<file path="src/hw/rtl/trps_pkg.sv">
package trps_pkg;

  // Field widths
  localparam int POS_W = 16;
  localparam int TAG_W = 8;
  localparam int CFG_W = 5;

  // Defaults
  localparam int              MAX_TARGETS_DEF = 16;
  localparam logic [CFG_W-1:0] FRS_RESET      = 5'd4;

  // Stored object record
  typedef struct packed {
    logic signed [POS_W-1:0] x;
    logic signed [POS_W-1:0] y;
    logic [TAG_W-1:0]        tag;
  } rec_t;

  // Ordered result entry
  typedef struct packed {
    logic [TAG_W-1:0] tag;
    logic             row;
  } res_t;

  // Sequencer states
  typedef enum logic [2:0] {
    ST_LOAD,   // taking objects
    ST_RDI,    // read outer object
    ST_LATI,   // latch outer object
    ST_CMP,    // compare inner object
    ST_RDJ,    // read next inner object
    ST_WR,     // write rank or ordered entry
    ST_ORD,    // read ordered entry
    ST_OLD     // load output register
  } state_t;

  // Signed to offset binary so that an unsigned compare orders correctly
  function automatic logic [POS_W-1:0] ofs(input logic signed [POS_W-1:0] v);
    ofs = {~v[POS_W-1], v[POS_W-2:0]};
  endfunction

endpackage

</file>
<file path="src/hw/rtl/trps_in_if.sv">
interface trps_in_if;
  import trps_pkg::*;

  logic                    valid;
  logic                    ready;
  logic signed [POS_W-1:0] pos_x;
  logic signed [POS_W-1:0] pos_y;
  logic [TAG_W-1:0]        object_tag;
  logic                    set_end;

  modport source (output valid, pos_x, pos_y, object_tag, set_end, input ready);
  modport sink   (input valid, pos_x, pos_y, object_tag, set_end, output ready);
endinterface

</file>
<file path="src/hw/rtl/trps_out_if.sv">
interface trps_out_if;
  import trps_pkg::*;

  logic             valid;
  logic             ready;
  logic [TAG_W-1:0] sorted_tag;
  logic             row_index;
  logic             overflowed;
  logic             final_result;

  modport source (output valid, sorted_tag, row_index, overflowed, final_result, input ready);
  modport sink   (input valid, sorted_tag, row_index, overflowed, final_result, output ready);
endinterface

</file>
<file path="src/hw/rtl/two_row_position_sorter_top.sv">
// Loading: one object transaction per cycle while no sort or result readout is running.
// Sort after the set_end transaction: two ranking passes over one shared key comparator
// for the n stored objects, first by y, then by x within each row.
// Output: n results per set, read in order from the ordered-result memory.
// Reset (rst_n low, synchronous): sequencer to load, object count and overflow cleared,
// first_row_size back to 4; the object stores are not cleared.
module two_row_position_sorter_top #(
  parameter int MAX_TARGETS = trps_pkg::MAX_TARGETS_DEF
) (
  input  logic                       clk,
  input  logic                       rst_n,
  trps_in_if.sink                    in_ch,
  trps_out_if.source                 out_ch,
  input  logic                       cfg_we,
  input  logic [trps_pkg::CFG_W-1:0] cfg_wdata
);
  import trps_pkg::*;

  localparam int IW   = (MAX_TARGETS > 1) ? $clog2(MAX_TARGETS) : 1;
  localparam int CW   = $clog2(MAX_TARGETS + 1);
  localparam int SW   = (CW > CFG_W) ? CW : CFG_W;
  localparam int KEYW = 2 * POS_W + IW;

  // Control state
  state_t           state_r, state_nxt;
  logic [CW-1:0]    count_r;
  logic             ovf_r;
  logic [CFG_W-1:0] frs_r;
  logic             phase_r;     // 0: rank by y, 1: rank by x within row
  logic [CW-1:0]    split_r;
  logic [IW-1:0]    i_r, j_r, e_r;
  logic [IW-1:0]    cnt_r;
  logic             out_valid_r;

  // Latched outer object
  logic [POS_W-1:0] xi_r, yi_r;
  logic [TAG_W-1:0] tagi_r;
  logic             rowi_r;

  // Output payload
  logic [TAG_W-1:0] sorted_tag_r;
  logic             row_index_r, overflowed_r, final_result_r;

  // Memories
  rec_t          rec_mem  [MAX_TARGETS];
  logic [IW-1:0] rank_mem [MAX_TARGETS];
  res_t          res_mem  [MAX_TARGETS];
  rec_t          rec_q;
  logic [IW-1:0] rank_q;
  res_t          res_q;

  // Decoded control
  logic          in_fire, slot_free, out_load;
  logic          last_j, last_i, last_e, has_room;
  logic [IW-1:0] rd_addr;
  logic [CW-1:0] n_new;
  logic [SW-1:0] split_sel;
  logic [KEYW-1:0] key_i, key_j;
  logic          less;
  logic [CW-1:0] pos;

  assign in_fire   = in_ch.valid && in_ch.ready;
  assign slot_free = !out_valid_r || out_ch.ready;
  assign has_room  = count_r < CW'(MAX_TARGETS);
  assign last_j    = (CW'(j_r) + CW'(1)) == count_r;
  assign last_i    = (CW'(i_r) + CW'(1)) == count_r;
  assign last_e    = (CW'(e_r) + CW'(1)) == count_r;

  // Set size and row split at set end, split saturated to the count
  assign n_new     = has_room ? count_r + CW'(1) : count_r;
  assign split_sel = (SW'(frs_r) < SW'(n_new)) ? SW'(frs_r) : SW'(n_new);

  // Shared key comparator: (y, index) in pass 0, (x, y, index) in pass 1
  assign key_i = phase_r ? {ofs(xi_r), ofs(yi_r), i_r} : {ofs(yi_r), {POS_W{1'b0}}, i_r};
  assign key_j = phase_r ? {ofs(rec_q.x), ofs(rec_q.y), j_r}
                         : {ofs(rec_q.y), {POS_W{1'b0}}, j_r};
  assign less  = (key_j < key_i) &&
                 (!phase_r || ((CW'(rank_q) >= split_r) == rowi_r));

  // Place in the final list
  assign pos = CW'(cnt_r) + (rowi_r ? split_r : CW'(0));

  // Next state
  always_comb begin
    state_nxt = state_r;
    case (state_r)
      ST_LOAD: if (in_fire && in_ch.set_end) state_nxt = ST_RDI;
      ST_RDI:  state_nxt = ST_LATI;
      ST_LATI: state_nxt = ST_CMP;
      ST_CMP:  state_nxt = last_j ? ST_WR : ST_RDJ;
      ST_RDJ:  state_nxt = ST_CMP;
      ST_WR: begin
        if (last_i && phase_r) state_nxt = ST_ORD;
        else                   state_nxt = ST_RDI;
      end
      ST_ORD:  state_nxt = ST_OLD;
      ST_OLD: begin
        if (slot_free) state_nxt = last_e ? ST_LOAD : ST_ORD;
      end
      default: state_nxt = ST_LOAD;
    endcase
  end

  // Outputs of the sequencer
  always_comb begin
    in_ch.ready = 1'b0;
    out_load    = 1'b0;
    rd_addr     = j_r;
    case (state_r)
      ST_LOAD: in_ch.ready = 1'b1;
      ST_RDI:  rd_addr     = i_r;
      ST_OLD:  out_load    = slot_free;
      default: ;
    endcase
  end

  // Control registers
  always_ff @(posedge clk) begin
    if (!rst_n) begin
      state_r     <= ST_LOAD;
      count_r     <= '0;
      ovf_r       <= 1'b0;
      frs_r       <= FRS_RESET;
      out_valid_r <= 1'b0;
    end else begin
      state_r <= state_nxt;
      if (cfg_we) frs_r <= cfg_wdata;
      if (in_fire) begin
        if (has_room) count_r <= count_r + CW'(1);
        else          ovf_r   <= 1'b1;
      end
      if (out_load && last_e) begin
        count_r <= '0;
        ovf_r   <= 1'b0;
      end
      if (out_load)          out_valid_r <= 1'b1;
      else if (out_ch.ready) out_valid_r <= 1'b0;
    end
  end

  // Sequencer datapath
  always_ff @(posedge clk) begin
    case (state_r)
      ST_LOAD: begin
        if (in_fire && in_ch.set_end) begin
          split_r <= split_sel[CW-1:0];
          phase_r <= 1'b0;
          i_r     <= '0;
        end
      end
      ST_RDI: j_r <= '0;
      ST_LATI: begin
        xi_r   <= rec_q.x;
        yi_r   <= rec_q.y;
        tagi_r <= rec_q.tag;
        rowi_r <= CW'(rank_q) >= split_r;
        cnt_r  <= '0;
      end
      ST_CMP: begin
        if (less)    cnt_r <= cnt_r + IW'(1);
        if (!last_j) j_r   <= j_r + IW'(1);
      end
      ST_WR: begin
        if (last_i) begin
          i_r     <= '0;
          phase_r <= 1'b1;
          e_r     <= '0;
        end else begin
          i_r <= i_r + IW'(1);
        end
      end
      ST_OLD: begin
        if (out_load) begin
          sorted_tag_r   <= res_q.tag;
          row_index_r    <= res_q.row;
          overflowed_r   <= ovf_r;
          final_result_r <= last_e;
          if (!last_e) e_r <= e_r + IW'(1);
        end
      end
      default: ;
    endcase
  end

  // Object, rank and result memories with registered reads
  always_ff @(posedge clk) begin
    if (in_fire && has_room)
      rec_mem[count_r[IW-1:0]] <= '{x: in_ch.pos_x, y: in_ch.pos_y, tag: in_ch.object_tag};
    if (state_r == ST_WR && !phase_r) rank_mem[i_r] <= cnt_r;
    if (state_r == ST_WR && phase_r)  res_mem[pos[IW-1:0]] <= '{tag: tagi_r, row: rowi_r};
    rec_q  <= rec_mem[rd_addr];
    rank_q <= rank_mem[rd_addr];
    res_q  <= res_mem[e_r];
  end

  assign out_ch.valid        = out_valid_r;
  assign out_ch.sorted_tag   = sorted_tag_r;
  assign out_ch.row_index    = row_index_r;
  assign out_ch.overflowed   = overflowed_r;
  assign out_ch.final_result = final_result_r;

  // Checks
  a_count_cap: assert property (@(posedge clk) disable iff (!rst_n)
    count_r <= CW'(MAX_TARGETS))
    else $error("object count beyond capacity");

  a_split_cap: assert property (@(posedge clk) disable iff (!rst_n)
    (state_r != ST_LOAD) |-> (split_r <= count_r))
    else $error("row split beyond object count");

  a_rank_cap: assert property (@(posedge clk) disable iff (!rst_n)
    (state_r == ST_CMP) |-> (cnt_r <= j_r))
    else $error("rank count ahead of inner index");

  a_pos_cap: assert property (@(posedge clk) disable iff (!rst_n)
    (state_r == ST_WR && phase_r) |-> (pos < count_r))
    else $error("ordered position outside the set");

  a_set_clear: assert property (@(posedge clk) disable iff (!rst_n)
    (out_load && last_e) |=> (count_r == '0 && !ovf_r && state_r == ST_LOAD))
    else $error("set state not cleared after final result");

endmodule

</file>
<file path="src/flat_wrapper.sv">
// flat-port wrapper written by rule: the top's interface ports become plain ports
module two_row_position_sorter_top_flat import trps_pkg::*;
#(
  parameter int MAX_TARGETS = trps_pkg::MAX_TARGETS_DEF
)
  (clk, rst_n, cfg_we, cfg_wdata, in_ch_valid, in_ch_pos_x, in_ch_pos_y, in_ch_object_tag, in_ch_set_end, in_ch_ready, out_ch_valid, out_ch_sorted_tag, out_ch_row_index, out_ch_overflowed, out_ch_final_result, out_ch_ready);
  trps_in_if in_ch_i ();
  trps_out_if out_ch_i ();
  input  logic clk;
  input  logic rst_n;
  input  logic cfg_we;
  input  logic [trps_pkg::CFG_W-1:0] cfg_wdata;
  input wire logic [$bits(in_ch_i.valid)-1:0] in_ch_valid;
  input wire logic [$bits(in_ch_i.pos_x)-1:0] in_ch_pos_x;
  input wire logic [$bits(in_ch_i.pos_y)-1:0] in_ch_pos_y;
  input wire logic [$bits(in_ch_i.object_tag)-1:0] in_ch_object_tag;
  input wire logic [$bits(in_ch_i.set_end)-1:0] in_ch_set_end;
  output wire logic [$bits(in_ch_i.ready)-1:0] in_ch_ready;
  output wire logic [$bits(out_ch_i.valid)-1:0] out_ch_valid;
  output wire logic [$bits(out_ch_i.sorted_tag)-1:0] out_ch_sorted_tag;
  output wire logic [$bits(out_ch_i.row_index)-1:0] out_ch_row_index;
  output wire logic [$bits(out_ch_i.overflowed)-1:0] out_ch_overflowed;
  output wire logic [$bits(out_ch_i.final_result)-1:0] out_ch_final_result;
  input wire logic [$bits(out_ch_i.ready)-1:0] out_ch_ready;
  assign in_ch_i.valid = in_ch_valid;
  assign in_ch_i.pos_x = in_ch_pos_x;
  assign in_ch_i.pos_y = in_ch_pos_y;
  assign in_ch_i.object_tag = in_ch_object_tag;
  assign in_ch_i.set_end = in_ch_set_end;
  assign in_ch_ready = in_ch_i.ready;
  assign out_ch_valid = out_ch_i.valid;
  assign out_ch_sorted_tag = out_ch_i.sorted_tag;
  assign out_ch_row_index = out_ch_i.row_index;
  assign out_ch_overflowed = out_ch_i.overflowed;
  assign out_ch_final_result = out_ch_i.final_result;
  assign out_ch_i.ready = out_ch_ready;
  two_row_position_sorter_top #(.MAX_TARGETS(MAX_TARGETS)) u_core (.clk(clk), .rst_n(rst_n), .in_ch(in_ch_i), .out_ch(out_ch_i), .cfg_we(cfg_we), .cfg_wdata(cfg_wdata));
endmodule
</file>
<file path="config.mk">
export PLATFORM = sky130hd
export DESIGN_NAME = two_row_position_sorter_top_flat
export DESIGN_NICKNAME = d
export VERILOG_FILES = /design/src/hw/rtl/trps_pkg.sv /design/src/hw/rtl/trps_in_if.sv /design/src/hw/rtl/trps_out_if.sv /design/src/hw/rtl/two_row_position_sorter_top.sv /design/src/flat_wrapper.sv
export SDC_FILE = /design/constraint.sdc
export NUM_CORES = 1
export LEC_CHECK = 0
export BUFFER_PORTS_ARGS = -buffer_cell sky130_fd_sc_hd__buf_4
export CAP_MARGIN = 0
export CORE_MARGIN = 3
export CORE_UTILIZATION = 30
export DETAILED_ROUTE_END_ITERATION = 12
export PLACE_DENSITY = 0.44
export SLEW_MARGIN = 20
export SYNTH_ARGS = -nofsm -noshare
export SYNTH_HDL_FRONTEND = slang
export SYNTH_SLANG_ARGS = --single-unit
</file>
<file path="constraint.sdc">
create_clock -name clk -period 5.82 [get_ports clk]
set_clock_uncertainty 0.2 [all_clocks]
set_input_delay 0.291 -clock clk [delete_from_list [all_inputs] [get_ports clk]]
set_output_delay 0.291 -clock clk [all_outputs]
set_load 0.02 [all_outputs]
</file>
==> results by stage, run 1 <==
Outcome:
- The flow ran to the end, and the final reports show no timing, DRC or antenna violations.

Synth:
- A synthesized cell averages 20.5 sq um.
- The gate count of the mapped netlist is 1,863.
- The distinct cell type count after synthesis is 53.
- During synthesis, Yosys emitted a total of 0 warnings.
- Synthesis produced a netlist with a net count of 1,972.
- Sequential cells were found to cover 76.0% of the synthesized design area.
- The synthesized design contains 922 enable-type register cells.
- The commonest register cell after synthesis is sky130_fd_sc_hd__edfxtp_1.
- After synthesis, the cell types taking the most area are sky130_fd_sc_hd__edfxtp_1 (72%), sky130_fd_sc_hd__mux4_2 (13%), sky130_fd_sc_hd__dfxtp_1 (3.6%).
- The cell type with the highest aggregate area in the netlist is sky130_fd_sc_hd__edfxtp_1.
- Counting flops and latches in the post-synthesis netlist gives 990.
- The proportion of netlist area held by the largest area contributor is 72.4%.
- Summing every instance area after synthesis gives 38,200 sq um.
- In the synthesized netlist the async set-or-reset flop fraction comes to 0%.

Run:
- Across the run, the number of max-cap violations was 0.

Clocking:
- The clock-pin slew on the worst setup and hold paths is 60 ps.
- The clock insertion delay at the later pin of the skew report is 700 ps.
- The number of buffers inserted during clock tree synthesis is 108.
- The tree is rooted in a sky130_fd_sc_hd__clkbuf_16.
- The post-cts repair resize count is 0.
- The total clock sinks is 990.
- The H-tree was split into 3 levels.
- The longest clock path from root to sink contains 3 buffers.
- TritonCTS built the clock tree.

Floorplan:
- The die span in x is 363 microns.
- In this run the count of I/O pins placed on the die edge is 64.
- The initialized floorplan defines 130 standard-cell rows.
- The die covers 132,000 sq um.
- The floorplan step set the die height to 363 microns.
- The placeable core area is 126,000 sq um.
- The initial core utilization is 30.3%.

Power:
- The internal portion of the total power is 0.0130 W.
- The worst-case IR drop observed on VDD is 303 uV.
- In this run, the clock network consumes 40.3% of the power.
- The switching fraction of total power is 24.2%.
- Per report_power, the sequential group accounts for 48.9% of the total.
- For this design the total switching power over the nets is 0.00414 W.
- For this design the ratio of total power to cell area is 378 nW/um^2.
- Combinational logic burns 10.9% of the power.
- The leakage power of the design is 14.8 nW.

STA:
- Setup repair after global routing left no endpoint under its margin.
- The summed negative setup slack over all endpoints is 0 ps.
- The number of hold-slack violations in the final timing report is 0.
- Setup violations remaining at the end of the flow were counted as 0.
- Setup slack closes at 2110 ps.
- The final hold slack is 202 ps.
- The timing-limited maximum frequency is 0.269 GHz.
- Headroom to the max-slew limit came out at 26.9%.
- The minimum clock period after layout is 3710 ps.
- The slew at the pin closest to its max-slew limit is 1100 ps.
- The count of pins over their slew limit is 0.
- Dividing the final minimum period by the clock period gives 63.8%.

Placement:
- The worst setup timing slack at the placement stage is 1680 ps.
- At the end of routability-driven placement, the weighted congestion stood at 0.741.
- Port buffering added 63 buffers.
- After legalization and detailed placement, the total HPWL measured 52,300 microns.

Setup path:
- The worst setup path is captured at a register.
- For the worst setup path, the data required time is 5950 ps.
- The worst path buffer plus inverter count is 1.
- The largest single stage delay on the critical path is 680 ps.
- The kind of start point of the critical path is a register.
- The critical-path maximum fanout is 24.
- The critical path goes through nor3_1 -> nand2_1 -> nor2_1 -> nand2_1 -> nor2_4 -> buf_4.
- The worst setup path is of the reg -> reg kind.
- The most frequent cell on the critical path is sky130_fd_sc_hd__nand2_1.
- The cell family with the largest share of critical-path delay is simple AND/OR/NAND/NOR gates.
- The worst endpoint data arrival time is 3840 ps.
- The slowest cell on the critical path is sky130_fd_sc_hd__nor2_4.

Detailed routing:
- In the routed design, unresolved DRC markers number 0.
- The per-cell via count in the routed design is 4.84.
- The detail route stage leaves a number of antenna-violating nets equal to 0.
- The length of the first detailed-routing pass in iterations is 5.
- For this block, the routed nets add up to 93,900 microns of wire.
- Detailed routing inserted a total of 18,400 vias.
- The post-detailed-route wirelength per cell is 24.7 microns.
- After the first detailed-routing iteration, the DRC count stood at 1,384.

Final layout:
- For this run, the post-layout net count is 2,169.
- The area growth from synthesis to layout is 18.4%.
- Of the cells placed in the final design, the portion with a size suffix greater than 1 is 25.4%.

Global routing:
- The first global-routing pass estimated 138,000 microns of wire.
- The number of antenna violations at the first check in global routing is 3.
- For this run the aggregate overflow at the end of global routing stands at 0.
- The global router's overall resource usage is 14.4%.
- The number of global-route vias before repair was 19,800.
- Entering global routing, the biggest net connects 60 pins.

Worst hold path:
- The path class of the tightest hold or removal check is reg -> reg.
## stage by stage
| stage | total power, W | area (sq um) | util (%) | instances |
|---|---|---|---|---|
| 5_1_grt | 0.0178 | 45300 | 35.9 | 3803 |
| 6_report | 0.0171 | 45300 | 35.9 | 3803 |
| 2_1_floorplan | 0.00959 | 38200 | - | 1863 |
| 3_3_place_gp | 0.0104 | 41000 | 32.5 | 3535 |
| 3_5_place_dp | 0.0104 | 41000 | 32.6 | 3537 |
| 4_1_cts | 0.0174 | 45300 | 35.9 | 3801 |
## power by group through the flow
stage / clock network [W] / logic, W / registers, W
6_report: 0.00690 / 0.00186 / 0.00837
5_1_grt: 0.00740 / 0.00205 / 0.00840
4_1_cts: 0.00709 / 0.00191 / 0.00838
3_5_place_dp: 0 / 0.00186 / 0.00853
3_3_place_gp: 0 / 0.00183 / 0.00852
2_1_floorplan: 0 / 0.00122 / 0.00837
## cell families after synthesis
logic type / after synthesis / share of synthesized area, %
xor+xnor: 32 / 0.733
fa+ha+maj: 58 / 1.92
simple gates: 259 / 3.11
flops: 990 / 76.0
compound gates: 149 / 2.74
mux: 270 / 14.4
buf+inv: 105 / 1.15
## routing by layer
| layer | vias to the layer above | routed length, microns | track usage [%] |
|---|---|---|---|
| met3 | 146 | 3820 | 2.81 |
| li1 | 8038 | - | - |
| met1 | 9830 | 41600 | 19.2 |
| met4 | 2 | 2300 | 4.25 |
| met5 | - | 17 | 0 |
| met2 | 405 | 46100 | 24.1 |
## cells in the mapped netlist, types with 7 or more instances
master                       n
sky130_fd_sc_hd__edfxtp_1  922
sky130_fd_sc_hd__mux4_2    221
sky130_fd_sc_hd__nand2_1    93
sky130_fd_sc_hd__a22oi_1    89
sky130_fd_sc_hd__nor2_1     81
sky130_fd_sc_hd__dfxtp_1    68
sky130_fd_sc_hd__ha_1       57
sky130_fd_sc_hd__clkbuf_1   45
sky130_fd_sc_hd__mux2i_1    31
sky130_fd_sc_hd__a21oi_1    25
sky130_fd_sc_hd__and2_1     22
sky130_fd_sc_hd__buf_2      20
sky130_fd_sc_hd__inv_1      19
sky130_fd_sc_hd__mux2_2     18
sky130_fd_sc_hd__xnor2_1    17
sky130_fd_sc_hd__buf_1      16
sky130_fd_sc_hd__nor3_1     16
sky130_fd_sc_hd__xor2_1     15
sky130_fd_sc_hd__nand3_1    14
sky130_fd_sc_hd__nand2b_1    8
sky130_fd_sc_hd__a21o_1      7
sky130_fd_sc_hd__o21ai_0     7
## final timing paths
kind | to | slack (ps) | cells after the start | startpoint
worst max-delay path | u_core.rec_mem[9][16] | 2110 | 6 | u_core.state_r[1]
worst min-delay path | u_core.tagi_r[6] | 200 | 0 | u_core.rec_q[6]
worst max register to register | u_core.rec_mem[9][16] | 2110 | 6 | u_core.state_r[1]
worst min register to register | u_core.tagi_r[6] | 200 | 0 | u_core.rec_q[6]
## registers in the layout, indices dropped and copies added, names as in the netlist, 5 cells and up
| register | cells |
|---|---|
| u_core.rec_q | 40 |
| u_core.tagi_r | 8 |
| u_core.res_mem | 144 |
| u_core.res_q | 9 |
| u_core.frs_r | 5 |
| u_core.rec_mem | 640 |
| u_core.rank_mem | 64 |
| u_core.out_ch.sorted_tag | 8 |
| u_core.yi_r | 16 |
| u_core.xi_r | 16 |
| u_core.split_r | 5 |
| u_core.count_r | 5 |
## area by class of cell
| type | count | area [sq um] |
|---|---|---|
| diodes | 1 | 2.50 |
| clock buffers | 128 | 2830 |
| clock inverters | 74 | 761 |
| fillers | 11600 | 80800 |
| inverters | 19 | 71.3 |
| multi-input cells | 768 | 8920 |
| flip-flops and latches | 990 | 29000 |
| well taps | 1650 | 2060 |
| repair buffers | 173 | 1580 |
## cell usage in the layout, fill, tap and decap left out, types with 20 or more instances in the layout
master,instances
sky130_fd_sc_hd__clkbuf_16,109
sky130_fd_sc_hd__clkinv_1,20
sky130_fd_sc_hd__edfxtp_1,922
sky130_fd_sc_hd__buf_4,102
sky130_fd_sc_hd__mux4_2,221
sky130_fd_sc_hd__a22oi_1,89
sky130_fd_sc_hd__dlygate4sd3_1,62
sky130_fd_sc_hd__mux2i_1,29
sky130_fd_sc_hd__a21oi_1,25
sky130_fd_sc_hd__nand2_1,93
sky130_fd_sc_hd__dfxtp_1,68
sky130_fd_sc_hd__and2_1,22
sky130_fd_sc_hd__ha_1,57
sky130_fd_sc_hd__clkinv_2,30
sky130_fd_sc_hd__nor2_1,60
## repair_timing
| action | 4_1_cts | 5_1_grt |
|---|---|---|
| setup endpoints to repair | 0 | 0 |
| hold buffers | 62 | 0 |
| setup buffers | 0 | 0 |
| hold endpoints to repair | 660 | 0 |
## worst register-to-register path, cell delays in order (launching register included)
cell and delay, ps:
sky130_fd_sc_hd__dfxtp_1 480, sky130_fd_sc_hd__nor3_1 580, sky130_fd_sc_hd__nand2_1 190, sky130_fd_sc_hd__nor2_1 320, sky130_fd_sc_hd__nand2_1 300, sky130_fd_sc_hd__nor2_4 680
sky130_fd_sc_hd__buf_4 560
Note: power is estimated with default switching activity, not from simulation.
==> run 2, diff against run 1 <==
- PLACE_DENSITY: 0.44 -> 0.46
- clock period: 5.82 -> 3.2 ns (I/O delays scaled with it)
==> results by stage, run 2 (synthesis results as in run 1) <==
Run:
- The reported max-cap violation count is 0 (unchanged).

STA:
- The count of pins over their slew limit is 0 (unchanged).
- The summed negative setup slack over all endpoints is 0 ps (unchanged).
- The timing-limited maximum frequency is 0.323 GHz (was 0.269 GHz).
- The final clock period utilization by the worst path is 96.6% (was 63.8%).
- The slew at the pin closest to its max-slew limit is 795 ps (was 1100 ps).
- The number of hold-slack violations in the final timing report came to 0 (unchanged).
- The relative slew slack is 46.9% (was 26.9%).
- The total of endpoints with negative setup slack in the final report came to 0 (unchanged).
- Unrepaired setup endpoints after global routing: false (unchanged).
- The minimum clock period after layout is 3090 ps (was 3710 ps).
- The final hold slack is 117 ps (was 202 ps).

Outcome:
- Result of the run: complete, no violations (unchanged).

Clocking:
- The buffer depth of the longest clock path is 3 (unchanged).
- The number of buffers inserted during clock tree synthesis is 105 (was 108).
- The number of H-tree levels is 3 (unchanged).
- The clock-pin slew on the worst setup and hold paths is 60 ps (about the same).
- The clock insertion delay at the later pin of the skew report is 700 ps (about the same).
- The CTS tree is yes (unchanged).
- The root buffer selected by CTS is sky130_fd_sc_hd__clkbuf_16 (unchanged).
- The total clock sinks came to 990 (unchanged).

Floorplan:
- The die height is 363 microns (unchanged).
- The initial core utilization is 30.3% (unchanged).
- The die span in x is 363 microns (unchanged).
- The cell row count is 130 (unchanged).
- The number of top-level pins is 64 (unchanged).
- The die area is 132,000 sq um (unchanged).
- The placeable core area is 126,000 sq um (unchanged).

Final layout:
- The number of filler cells placed in the layout is 11,500 (was 11,600).
- The area growth from synthesis to layout came to 20.3% (was 18.4%).
- The final-stage net count is 2,235 (was 2,169).
- Most used cells in the layout excluding fill and tap cells: sky130_fd_sc_hd__edfxtp_1 (922), sky130_fd_sc_hd__mux4_2 (221), sky130_fd_sc_hd__buf_4 (136) (was sky130_fd_sc_hd__edfxtp_1 (922), sky130_fd_sc_hd__mux4_2 (221), sky130_fd_sc_hd__clkbuf_16 (109)).
- The number of standard cells in the layout, taps in and fillers out is 3,867 (was 3,803).
- The share of final-layout standard cells stronger than drive strength 1 is 27.0% (was 25.4%).
- The number of flip-flops in the largest register is 640 (unchanged).
- The most common library cell in the layout ignoring fill and taps is sky130_fd_sc_hd__edfxtp_1 (unchanged).

Detailed routing:
- The post-detailed-route DRC marker count was 0 (unchanged).
- The total via count after detailed routing is 18,500 (was 18,400).
- The post-detailed-route wirelength per cell came to 23.8 microns (was 24.7 microns).
- The per-cell via count in the routed design was 4.78 (was 4.84).
- The met2 routed wirelength is 45,900 microns (was 46,100 microns).
- The topmost layer with routed signal wires is met5 (unchanged).
- The total detailed-routing wirelength is 91,900 microns (was 93,900 microns).
- The number of DRC violations after detailed-routing iteration 0 is 1,217 (was 1,384).
- The length of the first detailed-routing pass in iterations is 5 (unchanged).
- The sum of met3 wire segment lengths after detailed routing was 3450 microns (was 3820 microns).
- The number of routed nets with antenna violations came to 0 (unchanged).
- The met1 routed wirelength after detailed routing was 40,400 microns (was 41,600 microns).

Setup path:
- The kind of start point of the critical path is a register (unchanged).
- Critical path cell sequence: buf_4 -> buf_6 -> buf_4 -> and2_1 -> ha_1 -> and4_1 -> a221o_1 -> a31oi_4 -> o21ai_2 -> a2bb2oi_2 -> buf_6 (was nor3_1 -> nand2_1 -> nor2_1 -> nand2_1 -> nor2_4 -> buf_4).
- The slowest cell on the critical path is sky130_fd_sc_hd__edfxtp_1 (was sky130_fd_sc_hd__nor2_4).
- The critical-path maximum fanout is 20 (was 24).
- The largest stage delay on the critical path was 400 ps (was 680 ps).
- The endpoint required time on the critical path is 3410 ps (was 5950 ps).
- The start-to-end type of the worst setup path is reg -> reg (unchanged).
- The worst endpoint data arrival time is 3300 ps (was 3840 ps).
- The category of the worst setup path capture point is a register (unchanged).

Power:
- The peak supply drop was 558 uV (was 303 uV).
- The leakage power of the design was 15.1 nW (was 14.8 nW).
- The power density normalized to cell area came to 661 nW/um^2 (was 378 nW/um^2).

Global routing:
- The maximum number of pins on one net before global-route repair is 41 (was 60).
- The number of antenna violations at the first check in global routing came to 5 (was 3).
- The wire length of the first global-routing pass is 136,000 microns (was 138,000 microns).
- The global router's overall resource usage was 14.1% (was 14.4%).
- The overflow left after global routing was 0 (unchanged).
- The number of global-route vias before repair is 20,100 (was 19,800).

Worst hold path:
- The kind of path behind the tightest hold check is in -> reg (was reg -> reg).

Placement:
- The count of placed standard cells including taps is 3,606 (was 3,537).
- The half-perimeter wire length of the detailed placement result is 54,100 microns (was 52,300 microns).
- The final RePlAce weighted congestion was 0.735 (was 0.741).
- The port buffer count is 63 (unchanged).
run 2: cell type report:
type	instances	area, sq um	area share [%]
clock buffer	147	2910	6.33
timing repair buffer	242	2490	5.43
clock inverter	49	382	0.830
tap	1650	2060	4.49
sequential	990	29000	63.2
inverter	19	71.3	0.155
antenna	2	5.00	0.0109
multi-input combinational	768	8990	19.6
run 2: metrics by stage:
step	power [W]	cell area (sq um)	util, %	setup WS, ps
after floorplan	0.0174	38300	-	16.2
after global placement	0.0190	42000	33.3	-59.5
after detailed placement	0.0190	42000	33.3	-85.7
after CTS	0.0309	45900	36.4	43.7
after global routing	0.0317	46000	36.5	13.0
final	0.0304	46000	36.5	109
run 2: path summary, 6_finish.rpt:
check / start / end / slack (ps) / depth (start not counted)
hold / removal: in_ch_pos_y[0] / u_core.rec_mem[6][8] / 120 / 2
setup / recovery: u_core.phase_r / u_core.cnt_r[1] / 110 / 11
hold reg to reg: u_core.res_q[4] / u_core.out_ch.sorted_tag[3] / 190 / 0
setup reg to reg: u_core.phase_r / u_core.cnt_r[1] / 110 / 11
run 2: repair_timing:
item                                    in CTS  in global routing
buffers inserted                             0                  0
pin swaps                                    1                  2
endpoints found under the setup margin       4                  5
hold buffers                                63                  0
resized for setup                            4                  8
hold endpoints to repair                   671                  0
run 2: critical path: cells and delay by family (launching register included):
family / cells / cell delay (ps)
adder cells (fa/ha/maj): 1 / 290
AND/OR/NAND/NOR: 2 / 390
buffers and inverters: 4 / 670
flip-flops: 1 / 400
AO/OA/AOI/OAI: 4 / 840
run 2: where the power goes:
part | switching (W) | leakage [nW] | internal, W
Clock | 0.00494 | 1.61 | 0.00666
Sequential | 0.000393 | 8.89 | 0.0148
Combinational | 0.00201 | 4.56 | 0.00164
Total | 0.00734 | 15.1 | 0.0231
run 2: routing by layer:
layer	up-vias	global-route usage [%]
met4	4	3.77
met5	-	0
li1	8191	-
met3	141	2.60
met2	350	24.1
met1	9813	18.4
==> run 3, diff against run 2 <==
- CORE_UTILIZATION: 30 -> 50
- PLACE_DENSITY: 0.46 -> 0.68
==> results by stage, run 3 (synthesis results as in run 1) <==
Outcome:
- Result of the run: complete, no violations (unchanged).

Power:
- The clock network fraction of total power is 38.4% (was 38.2%).
- The switching power total is 0.00711 W (was 0.00734 W).
- The switching fraction of total power was 23.4% (was 24.1%).
- The sequential cell fraction of total power is 49.9% (about the same).
- The fraction of power consumed by combinational cells is 11.7% (was 12.0%).
- The peak supply drop came to 518 uV (was 558 uV).
- The leakage power of the design is 15.0 nW (was 15.1 nW).
- The cell internal power dissipation is 0.0232 W (was 0.0231 W).
- The power density normalized to cell area is 674 nW/um^2 (was 661 nW/um^2).

Clocking:
- The root buffer selected by CTS is sky130_fd_sc_hd__clkbuf_16 (unchanged).
- The clock-pin slew on the worst setup and hold paths was 70 ps (was 60 ps).
- The CTS tree is yes (unchanged).
- The number of H-tree levels is 3 (unchanged).
- The clock insertion delay at the later pin of the skew report is 660 ps (was 700 ps).
- The buffer depth of the longest clock path is 3 (unchanged).
- The number of buffers inserted during clock tree synthesis is 97 (was 105).
- The total clock sinks is 990 (unchanged).

Placement:
- The port buffer count is 63 (unchanged).
- The final RePlAce weighted congestion came to 0.826 (was 0.735).
- The half-perimeter wire length of the detailed placement result is 47,200 microns (was 54,100 microns).

STA:
- The final clock period utilization by the worst path came to 95.0% (was 96.6%).
- The slew at the pin closest to its max-slew limit is 684 ps (was 795 ps).
- The minimum clock period after layout is 3040 ps (was 3090 ps).
- The total of endpoints with negative setup slack in the final report is 0 (unchanged).
- The count of pins over their slew limit is 0 (unchanged).
- The final hold slack was 139 ps (was 117 ps).
- The number of hold-slack violations in the final timing report was 0 (unchanged).
- The relative slew slack is 54.1% (was 46.9%).
- The timing-limited maximum frequency is 0.329 GHz (was 0.323 GHz).

Setup path:
- The cell family with the largest share of critical-path delay is compound AO/OA/AOI/OAI gates (unchanged).
- The largest stage delay on the critical path is 440 ps (was 400 ps).
- Critical path cell sequence: buf_12 -> and2_1 -> ha_1 -> a21oi_1 -> o21ai_0 -> a221o_1 -> a2111oi_2 -> o21ai_1 -> a2bb2oi_2 -> buf_4 (was buf_4 -> buf_6 -> buf_4 -> and2_1 -> ha_1 -> and4_1 -> a221o_1 -> a31oi_4 -> o21ai_2 -> a2bb2oi_2 -> buf_6).
- The endpoint required time on the critical path is 3360 ps (was 3410 ps).
- The slowest cell on the critical path is sky130_fd_sc_hd__edfxtp_1 (unchanged).
- The worst endpoint data arrival time is 3200 ps (was 3300 ps).
- The category of the worst setup path capture point is a register (unchanged).
- The worst path buffer plus inverter count is 2 (was 4).
- The critical-path maximum fanout is 29 (was 20).
- The kind of start point of the critical path was a register (unchanged).
- The start-to-end type of the worst setup path is reg -> reg (unchanged).

Detailed routing:
- The total detailed-routing wirelength is 82,100 microns (was 91,900 microns).
- The per-cell via count in the routed design was 5.95 (was 4.78).
- The length of the first detailed-routing pass in iterations is 5 (unchanged).
- The number of routed nets with antenna violations came to 0 (unchanged).
- The post-detailed-route DRC marker count came to 0 (unchanged).
- The number of DRC violations after detailed-routing iteration 0 is 1,663 (was 1,217).
- The total via count after detailed routing is 18,800 (was 18,500).
- The post-detailed-route wirelength per cell is 25.9 microns (was 23.8 microns).

Floorplan:
- The placeable core area is 75,100 sq um (was 126,000 sq um).
- The die span in x is 282 microns (was 363 microns).
- The die area was 79,800 sq um (was 132,000 sq um).
- The cell row count is 100 (was 130).
- The die height was 282 microns (was 363 microns).
- The number of top-level pins is 64 (unchanged).
- The initial core utilization came to 50.9% (was 30.3%).

Final layout:
- The final core utilization was 59.9% (was 36.5%).
- The most common library cell in the layout ignoring fill and taps is sky130_fd_sc_hd__edfxtp_1 (unchanged).
- Most used cells in the layout excluding fill and tap cells: sky130_fd_sc_hd__edfxtp_1 (922), sky130_fd_sc_hd__mux4_2 (221), sky130_fd_sc_hd__buf_4 (142) (was sky130_fd_sc_hd__edfxtp_1 (922), sky130_fd_sc_hd__mux4_2 (221), sky130_fd_sc_hd__buf_4 (136)).
- The area growth from synthesis to layout is 17.7% (was 20.3%).
- The share of final-layout standard cells stronger than drive strength 1 came to 27.1% (was 27.0%).
- The final-stage net count is 2,223 (was 2,235).
- The number of filler cells placed in the layout is 5,294 (was 11,500).
- The number of flip-flops in the largest register came to 640 (unchanged).

Global routing:
- The number of global-route vias before repair is 19,400 (was 20,100).
- The global router's overall resource usage is 21.1% (was 14.1%).
- The number of antenna violations at the first check in global routing is 3 (was 5).
- The wire length of the first global-routing pass is 124,000 microns (was 136,000 microns).
- The overflow left after global routing is 0 (unchanged).
- The maximum number of pins on one net before global-route repair is 45 (was 41).

Run:
- The reported max-cap violation count is 0 (unchanged).

Worst hold path:
- The kind of path behind the tightest hold check is in -> reg (unchanged).
-- run 3: cell type report --
class / count / area (sq um) / area share [%]
flip-flops and latches: 990 / 29000 / 64.6
multi-input cells: 768 / 8960 / 19.9
clock buffers: 115 / 2570 / 5.70
repair buffers: 238 / 2350 / 5.23
well taps: 969 / 1210 / 2.70
clock inverters: 69 / 767 / 1.70
inverters: 19 / 71.3 / 0.159
diodes: 2 / 5.00 / 0.0111
-- run 3: layer usage --
layer / part of all wire (%) / track usage [%] / up-vias
met1: 40 / 28.4 / 9912
met3: 6.3 / 3.81 / 134
met2: 51 / 35.3 / 646
li1: - / - / 8153
met5: 0.0097 / 0 / -
met4: 2.8 / 6.84 / 2
-- run 3: worst paths after layout --
path,slack [ps],cells past startpoint,startpoint,endpoint
worst min-delay path,140,2,in_ch_pos_y[14],u_core.rec_mem[12][22]
worst min register to register,200,0,u_core.rec_q[0],u_core.tagi_r[0]
worst max-delay path,160,10,u_core.phase_r,u_core.cnt_r[1]
worst max register to register,160,10,u_core.phase_r,u_core.cnt_r[1]
-- run 3: worst reg2reg max path, delay by kind of cell (launching register included) --
| kind | cells | cell delay (ps) |
|---|---|---|
| AO/OA/AOI/OAI | 6 | 1320 |
| adder cells (fa/ha/maj) | 1 | 300 |
| buffers and inverters | 2 | 350 |
| flip-flops | 1 | 440 |
| AND/OR/NAND/NOR | 1 | 160 |
-- run 3: power by group through the flow --
stage	clock, W	combinational, W	sequential (W)
final	0.0117	0.00355	0.0151
after global routing	0.0124	0.00384	0.0152
after CTS	0.0119	0.00356	0.0151
after detailed placement	0	0.00347	0.0154
after global placement	0	0.00339	0.0154
after floorplan	0	0.00223	0.0152
-- run 3: through the flow --
step	cells	total power, W	area, sq um	setup TNS, ps	setup WS, ps
2_1_floorplan	1863	0.0174	38300	0	16.2
3_3_place_gp	2920	0.0188	41000	-308	-77.0
3_5_place_dp	2920	0.0189	41000	0	7.92
4_1_cts	3167	0.0306	45000	0	41.2
5_1_grt	3169	0.0314	45000	-104	-30.3
6_report	3170	0.0303	45000	0	159
-- run 3: what timing repair did --
action / 4_1_cts / 5_1_grt
hold buffers: 63 / 0
endpoints found under the setup margin: 4 / 4
buffers inserted: 0 / 1
endpoints found under the hold margin: 671 / 0
gates resized for setup: 1 / 5
